`src/sv/mtp_div.sv`:
```
// 32-bit unsigned restoring divider, one quotient bit per cycle.
module mtp_div (
  input  logic        clk,
  input  logic        rst_n,
  input  logic        start,
  input  logic [31:0] dividend,
  input  logic [31:0] divisor,
  output logic        done,
  output logic [31:0] remainder
);
  logic [5:0]  cnt_r, cnt_nxt;
  logic [31:0] rem_r, rem_nxt, quo_r, quo_nxt, dvs_r, dvs_nxt;
  logic        busy_r, busy_nxt;
  logic [32:0] trial;

  always_comb begin
    cnt_nxt = cnt_r; rem_nxt = rem_r; quo_nxt = quo_r;
    dvs_nxt = dvs_r; busy_nxt = busy_r;
    trial = {rem_r, quo_r[31]} - {1'b0, dvs_r};
    if (start) begin
      busy_nxt = 1'b1; cnt_nxt = 6'd32; rem_nxt = '0;
      quo_nxt = dividend; dvs_nxt = divisor;
    end else if (busy_r) begin
      if (!trial[32]) rem_nxt = trial[31:0];
      else            rem_nxt = {rem_r[30:0], quo_r[31]};
      quo_nxt = {quo_r[30:0], 1'b0};
      cnt_nxt = cnt_r - 6'd1;
      if (cnt_r == 6'd1) busy_nxt = 1'b0;
    end
  end

  always_ff @(posedge clk) begin
    if (!rst_n) begin
      busy_r <= 1'b0;
      cnt_r  <= '0;
    end else begin
      busy_r <= busy_nxt;
      cnt_r  <= cnt_nxt;
    end
    rem_r <= rem_nxt;
    quo_r <= quo_nxt;
    dvs_r <= dvs_nxt;
  end

  assign done      = busy_r && (cnt_r == 6'd1);
  assign remainder = !trial[32] ? trial[31:0] : {rem_r[30:0], quo_r[31]};
endmodule

```
`config.mk`:
```
export PLATFORM = sky130hd
export DESIGN_NAME = mtp_div
export DESIGN_NICKNAME = d
export VERILOG_FILES = /design/src/sv/mtp_div.sv
export SDC_FILE = /design/constraint.sdc
export NUM_CORES = 1
export LEC_CHECK = 0
export ABC_AREA = 1
export BUFFER_PORTS_ARGS = -buffer_cell sky130_fd_sc_hd__buf_4
export CORE_MARGIN = 5
export CORE_UTILIZATION = 59
export DETAILED_ROUTE_END_ITERATION = 7
export PLACE_DENSITY = 0.88
export SLEW_MARGIN = 5
export SYNTH_ARGS = -nofsm -noshare
export SYNTH_HDL_FRONTEND = slang
export SYNTH_SLANG_ARGS = --single-unit
```
`constraint.sdc`:
```
create_clock -name clk -period 2.45 [get_ports clk]
set_clock_uncertainty 0.1 [all_clocks]
set_input_delay 0.1225 -clock clk [delete_from_list [all_inputs] [get_ports clk]]
set_output_delay 0.1225 -clock clk [all_outputs]
set_load 0.03 [all_outputs]
```
# == Yosys cells after proc, flatten, opt, wreduce, memory -nomap -nowiden ==
# Index checks and enable logic that the tools add are counted.
# word_totals
register_bits,103
in_bits,67
out_inout_bits,33
# classes
add_sub_neg,2
eq_ne,1
n_mux,8
bitwise_logic,1
reduce_logical,3
# ops
op,n
$mux W32,3
$sub A33 B32 Y33,1
$mux W6,2
$eq A6 B1 Y1 const B,1
$sub A6 B1 Y6 const B,1
$mux W1,3
$reduce_bool A2 Y1,1
$reduce_or A2 Y1,1
$logic_and A1 B1 Y1,1
$not A1 Y1,1

# == Longest topological paths before layout ==
# logic_depth
depth_word,4
depth_mapped,19
depth_no_buf,18

# == Worst setup path before layout ==
# OpenSTA, ideal clock, no wires.
# synth_path
kind,reg2out
start,register quo_r[31]
end,output port remainder[10]
t_arrival_ns,2.224
setup_slack_ns,0.003
stages_incl_launch_ff,17
path_buffers,1
cell_sequence,edfxtp_1 inv_1 ha_1 fa_1 inv_1 nand2_1 nand2_1 nand3_1 nand2_1 nand2_1 nand2_2 nand2_2 nand3_1 nand2_4 buf_4 nand2_1 and2_1
# synth_via
elab_chain_cells,2
# synth_rtl
element,line_no,rtl
start: declaration,12,"logic [31:0] rem_r, rem_nxt, quo_r, quo_nxt, dvs_r, dvs_nxt;"
start signal: assignment,41,quo_r <= quo_nxt;
$sub A33 B32 Y33,19,"trial = {rem_r, quo_r[31]} - {1'b0, dvs_r};"
$mux W32,46,"assign remainder = !trial[32] ? trial[31:0] : {rem_r[30:0], quo_r[31]};"
end: declaration,9,output logic [31:0] remainder
# Every way passes these cells.

# == Worst setup path after layout ==
# layout_path
start,register dvs_r[0]
end,output port remainder[13]
# layout_via
elab_chain_cells,2
# layout_rtl
element,line_no,rtl
start: declaration,12,
start signal: assignment,42,dvs_r <= dvs_nxt;
$sub A33 B32 Y33,19,
$mux W32,46,
# Every way passes these cells.

==> run summary <==
Once the floorplan was initialized, standard cells occupied 59.6% of the core. The number of non-filler instances in the completed layout was 1426; the die area was 0.0143 mm^2. The share of final-layout standard cells stronger than drive strength 1 was 21.5%. The logs give 66.8% for the headroom to the max-slew limit and 1330 for the cell total after placement.

The flow ran to the end, but the final reports show violations. The post-detailed-placement cell area was 0.00820 mm^2. The clock passes through at most 2 buffers.

The reported max-cap violation count is 0. Yosys attributes the largest share of cell area to sky130_fd_sc_hd__edfxtp_1 27%, sky130_fd_sc_hd__nand2_1 25%, sky130_fd_sc_hd__dfxtp_1 11%. The tools report the worst-case setup margin in the final layout as -0.517 ns. The largest net degree at the start of global routing is 41. Of all nets on the critical path, the largest fanout is 5.

After layout, the design draws a total of 4.16 mW. The clock net in this run drives a total of 103 sinks. The final design area excluding fillers is 0.00986 mm^2. Clock tree synthesis selected as its root buffer the cell sky130_fd_sc_hd__clkbuf_16. The first global-routing pass estimated 33.4 mm of wire. The post-route DRC violation count is 0, and the time the worst path needs with I/O delays and setup is 2.97 ns. The commonest cells after synthesis are 479 x sky130_fd_sc_hd__nand2_1, 205 x sky130_fd_sc_hd__inv_1, 64 x sky130_fd_sc_hd__edfxtp_1. The checks that failed: negative setup slack. Insertion delay of the later-clocked pin in the worst-skew pair: 0.37 ns. In the synthesized netlist the async set-or-reset flop fraction comes to 0%.

The tools report the via count of the first global-routing pass as 7108. The average wire per standard cell came out at 15.3 um. Summing over every cut layer, the via total after detailed routing is 7236.

The worst setup path is launched from a flip-flop. The row count was 40; the data arrival at the endpoint of the critical path was 2.74 ns. sky130_fd_sc_hd__nand2_1 is the most common cell in the netlist. The run gives 100 as the I/O pin count. For this run, the total global-route usage over all layers was measured as 29.4%. The average vias per placed instance is 5.07, and the highest attainable clock frequency is 0.337 GHz. Setup repair after global routing could not meet its margin everywhere. For this run, the share of the core covered by cells in the final layout is 83.1%. The clock-pin slew on the worst setup and hold paths came out at 0.08 ns. Counting every instance in the synthesized netlist gives 1066. Mean instance size in the synthesized netlist: 6.63 um^2. At the end of routability-driven placement, the weighted congestion stood at 0.922. The tools report the required time of the critical path as 2.23 ns. The count of nets left with antenna violations after detail routing was 0; the core outline area was 0.0119 mm^2.

The type of destination of the critical path was an output port. The synthesized design contains 64 enable-type register cells. For this design the static power due to leakage is 5.37 nW. The first TritonRoute pass finished after 8 iterations.

After detailed routing, the total wire length is 21.8 mm. At the end of the flow, the number of nets in the layout was 1376. The number of setup violations in the final report came out at 42. The register bit total from synthesis is 103, and the yosys synthesis warning count is 0.

Library cell occupying the most area in the post-synthesis netlist: sky130_fd_sc_hd__edfxtp_1. The worst path uses 121% of the clock period. Prior to clock tree synthesis, the placed netlist has a worst setup slack of -0.129 ns. The critical setup path kind was reg2out. The share of the Yosys chip area taken by registers is 38.2%. For the final-layout setup total negative slack, the log shows -15.87 ns. Summing every instance area after synthesis gives 0.00707 mm^2.

The worst-margin pin slew was 0.498 ns; the number of input and output port buffers inserted was 99. Type of the tightest min-delay check: in2reg. Counting every net in the synthesized netlist gives 1168. In this run the power density over the cells is 421 mW/mm^2.

After the first detailed-routing iteration, the DRC count stood at 475. The y dimension of the die was 119 um; the unique cell type count in the Yosys netlist was 30. The number of antenna repair diodes was 0; the number of clock buffers inserted by TritonCTS was 9.

The area added between synthesis and finish is 39.5%. The floorplan step set the die width to 119 um. The initial antenna violation count was 0. The tightest hold path in the finished design has a slack of 0.137 ns. TritonCTS built the clock tree. The number of max-slew violations in the final report is 0, and the final count of hold timing violations is 0. Once detailed placement completed, the half-perimeter wirelength came to 13.5 mm. The most instantiated flip-flop cell in the synthesis netlist is sky130_fd_sc_hd__edfxtp_1. The deepest level of the CTS H-tree is 3, and the total congestion overflow is 0.

After synthesis, the largest area contributor takes up 27.2% of total cell area. VDD sags by at most 0.660 mV.
worst max-delay path, stage by stage, from the launching register on:
cell                       delay (ns)
sky130_fd_sc_hd__edfxtp_1        0.42
sky130_fd_sc_hd__ha_4            0.19
sky130_fd_sc_hd__fa_2            0.36
sky130_fd_sc_hd__inv_2           0.07
sky130_fd_sc_hd__nand2_2         0.04
sky130_fd_sc_hd__nand2_2         0.07
sky130_fd_sc_hd__nand3_2         0.07
sky130_fd_sc_hd__nand2_2         0.07
sky130_fd_sc_hd__nand2_2         0.07
sky130_fd_sc_hd__nand2_4         0.09
sky130_fd_sc_hd__nand2_4         0.08
sky130_fd_sc_hd__nand2_4         0.08
sky130_fd_sc_hd__nand2_2         0.09
sky130_fd_sc_hd__nand2_8         0.13
sky130_fd_sc_hd__buf_8           0.14
sky130_fd_sc_hd__nand2_1         0.11
sky130_fd_sc_hd__and2_4          0.18
sky130_fd_sc_hd__buf_6           0.13
placed cells by master, fill, tap and decap left out, types with 2 or more instances in the layout:
cell,instances
sky130_fd_sc_hd__and2_4,19
sky130_fd_sc_hd__inv_2,4
sky130_fd_sc_hd__nand3_1,39
sky130_fd_sc_hd__dlygate4sd3_1,65
sky130_fd_sc_hd__inv_1,204
sky130_fd_sc_hd__ha_1,33
sky130_fd_sc_hd__buf_16,2
sky130_fd_sc_hd__and3_1,4
sky130_fd_sc_hd__a21oi_1,21
sky130_fd_sc_hd__nor2_1,39
sky130_fd_sc_hd__inv_6,2
sky130_fd_sc_hd__nand4_1,7
sky130_fd_sc_hd__nand2_2,37
sky130_fd_sc_hd__nand2_1,446
sky130_fd_sc_hd__nor3_1,5
sky130_fd_sc_hd__xnor2_1,12
sky130_fd_sc_hd__clkbuf_16,12
sky130_fd_sc_hd__buf_8,3
sky130_fd_sc_hd__buf_12,3
sky130_fd_sc_hd__nor2_2,8
sky130_fd_sc_hd__edfxtp_1,64
sky130_fd_sc_hd__xor2_1,6
sky130_fd_sc_hd__and2_1,12
sky130_fd_sc_hd__o21bai_1,3
sky130_fd_sc_hd__nand2_4,17
sky130_fd_sc_hd__dfxtp_1,39
sky130_fd_sc_hd__buf_4,106
sky130_fd_sc_hd__nand3_2,16
sky130_fd_sc_hd__buf_6,34
routing by layer:
layer | GRT usage [%] | wire [um] | part of all wire [%] | up-vias
met5 | 0 | 0 | 0 | -
met4 | 12.2 | 782 | 3.6 | 0
met3 | 5.65 | 1380 | 6.3 | 64
met2 | 53.0 | 11100 | 51 | 278
met1 | 34.0 | 8510 | 39 | 3272
li1 | - | - | - | 3622
kinds of logic (layout without fill, tap and decap cells):
group                      after synthesis  count (layout)  synth area share [%]
and+or+nand+nor                        654             654                  38.5
buffers and inverters                  227             440                  12.5
DFF                                    103             103                  38.2
adders and majority gates               35              35                  6.30
AOI/OAI and AO/OA                       29              29                  2.23
xor gates and xnor gates                18              18                  2.23
worst paths after layout:
kind,start,end,slack [ns],depth (start not counted)
max,dvs_r[0],remainder[13],-0.52,17
min,start,dvs_r[17],0.14,1
max reg2reg,dvs_r[0],rem_r[28],-0.22,20
min reg2reg,rem_r[7],rem_r[7],0.38,2
sequential cells by signal (all words and copies together) (netlist names):
signal,cells
rem_r,32
quo_r,32
busy_r,1
dvs_r,32
cnt_r,6
what timing repair did:
action / in CTS / in global routing
hold buffers: 65 / 0
resized for setup: 61 / 77
hold endpoints to repair: 66 / 0
buffers inserted: 7 / 5
pin swaps: 11 / 30
gates cloned: 2 / 3
setup endpoints to repair: 34 / 64
power by group:
group	internal, mW	switching [mW]
logic	0.317	0.382
clock network	0.713	0.736
registers	1.97	0.0409
area by class of cell:
class,count,area [um^2]
clock buffer,9,225
clock inverter,7,66.3
fill,754,2000
inverter,208,781
multi-input combinational,736,3840
sequential,103,2700
tap,147,184
timing repair buffer,216,2060
Power figures use the tool's default switching activity.
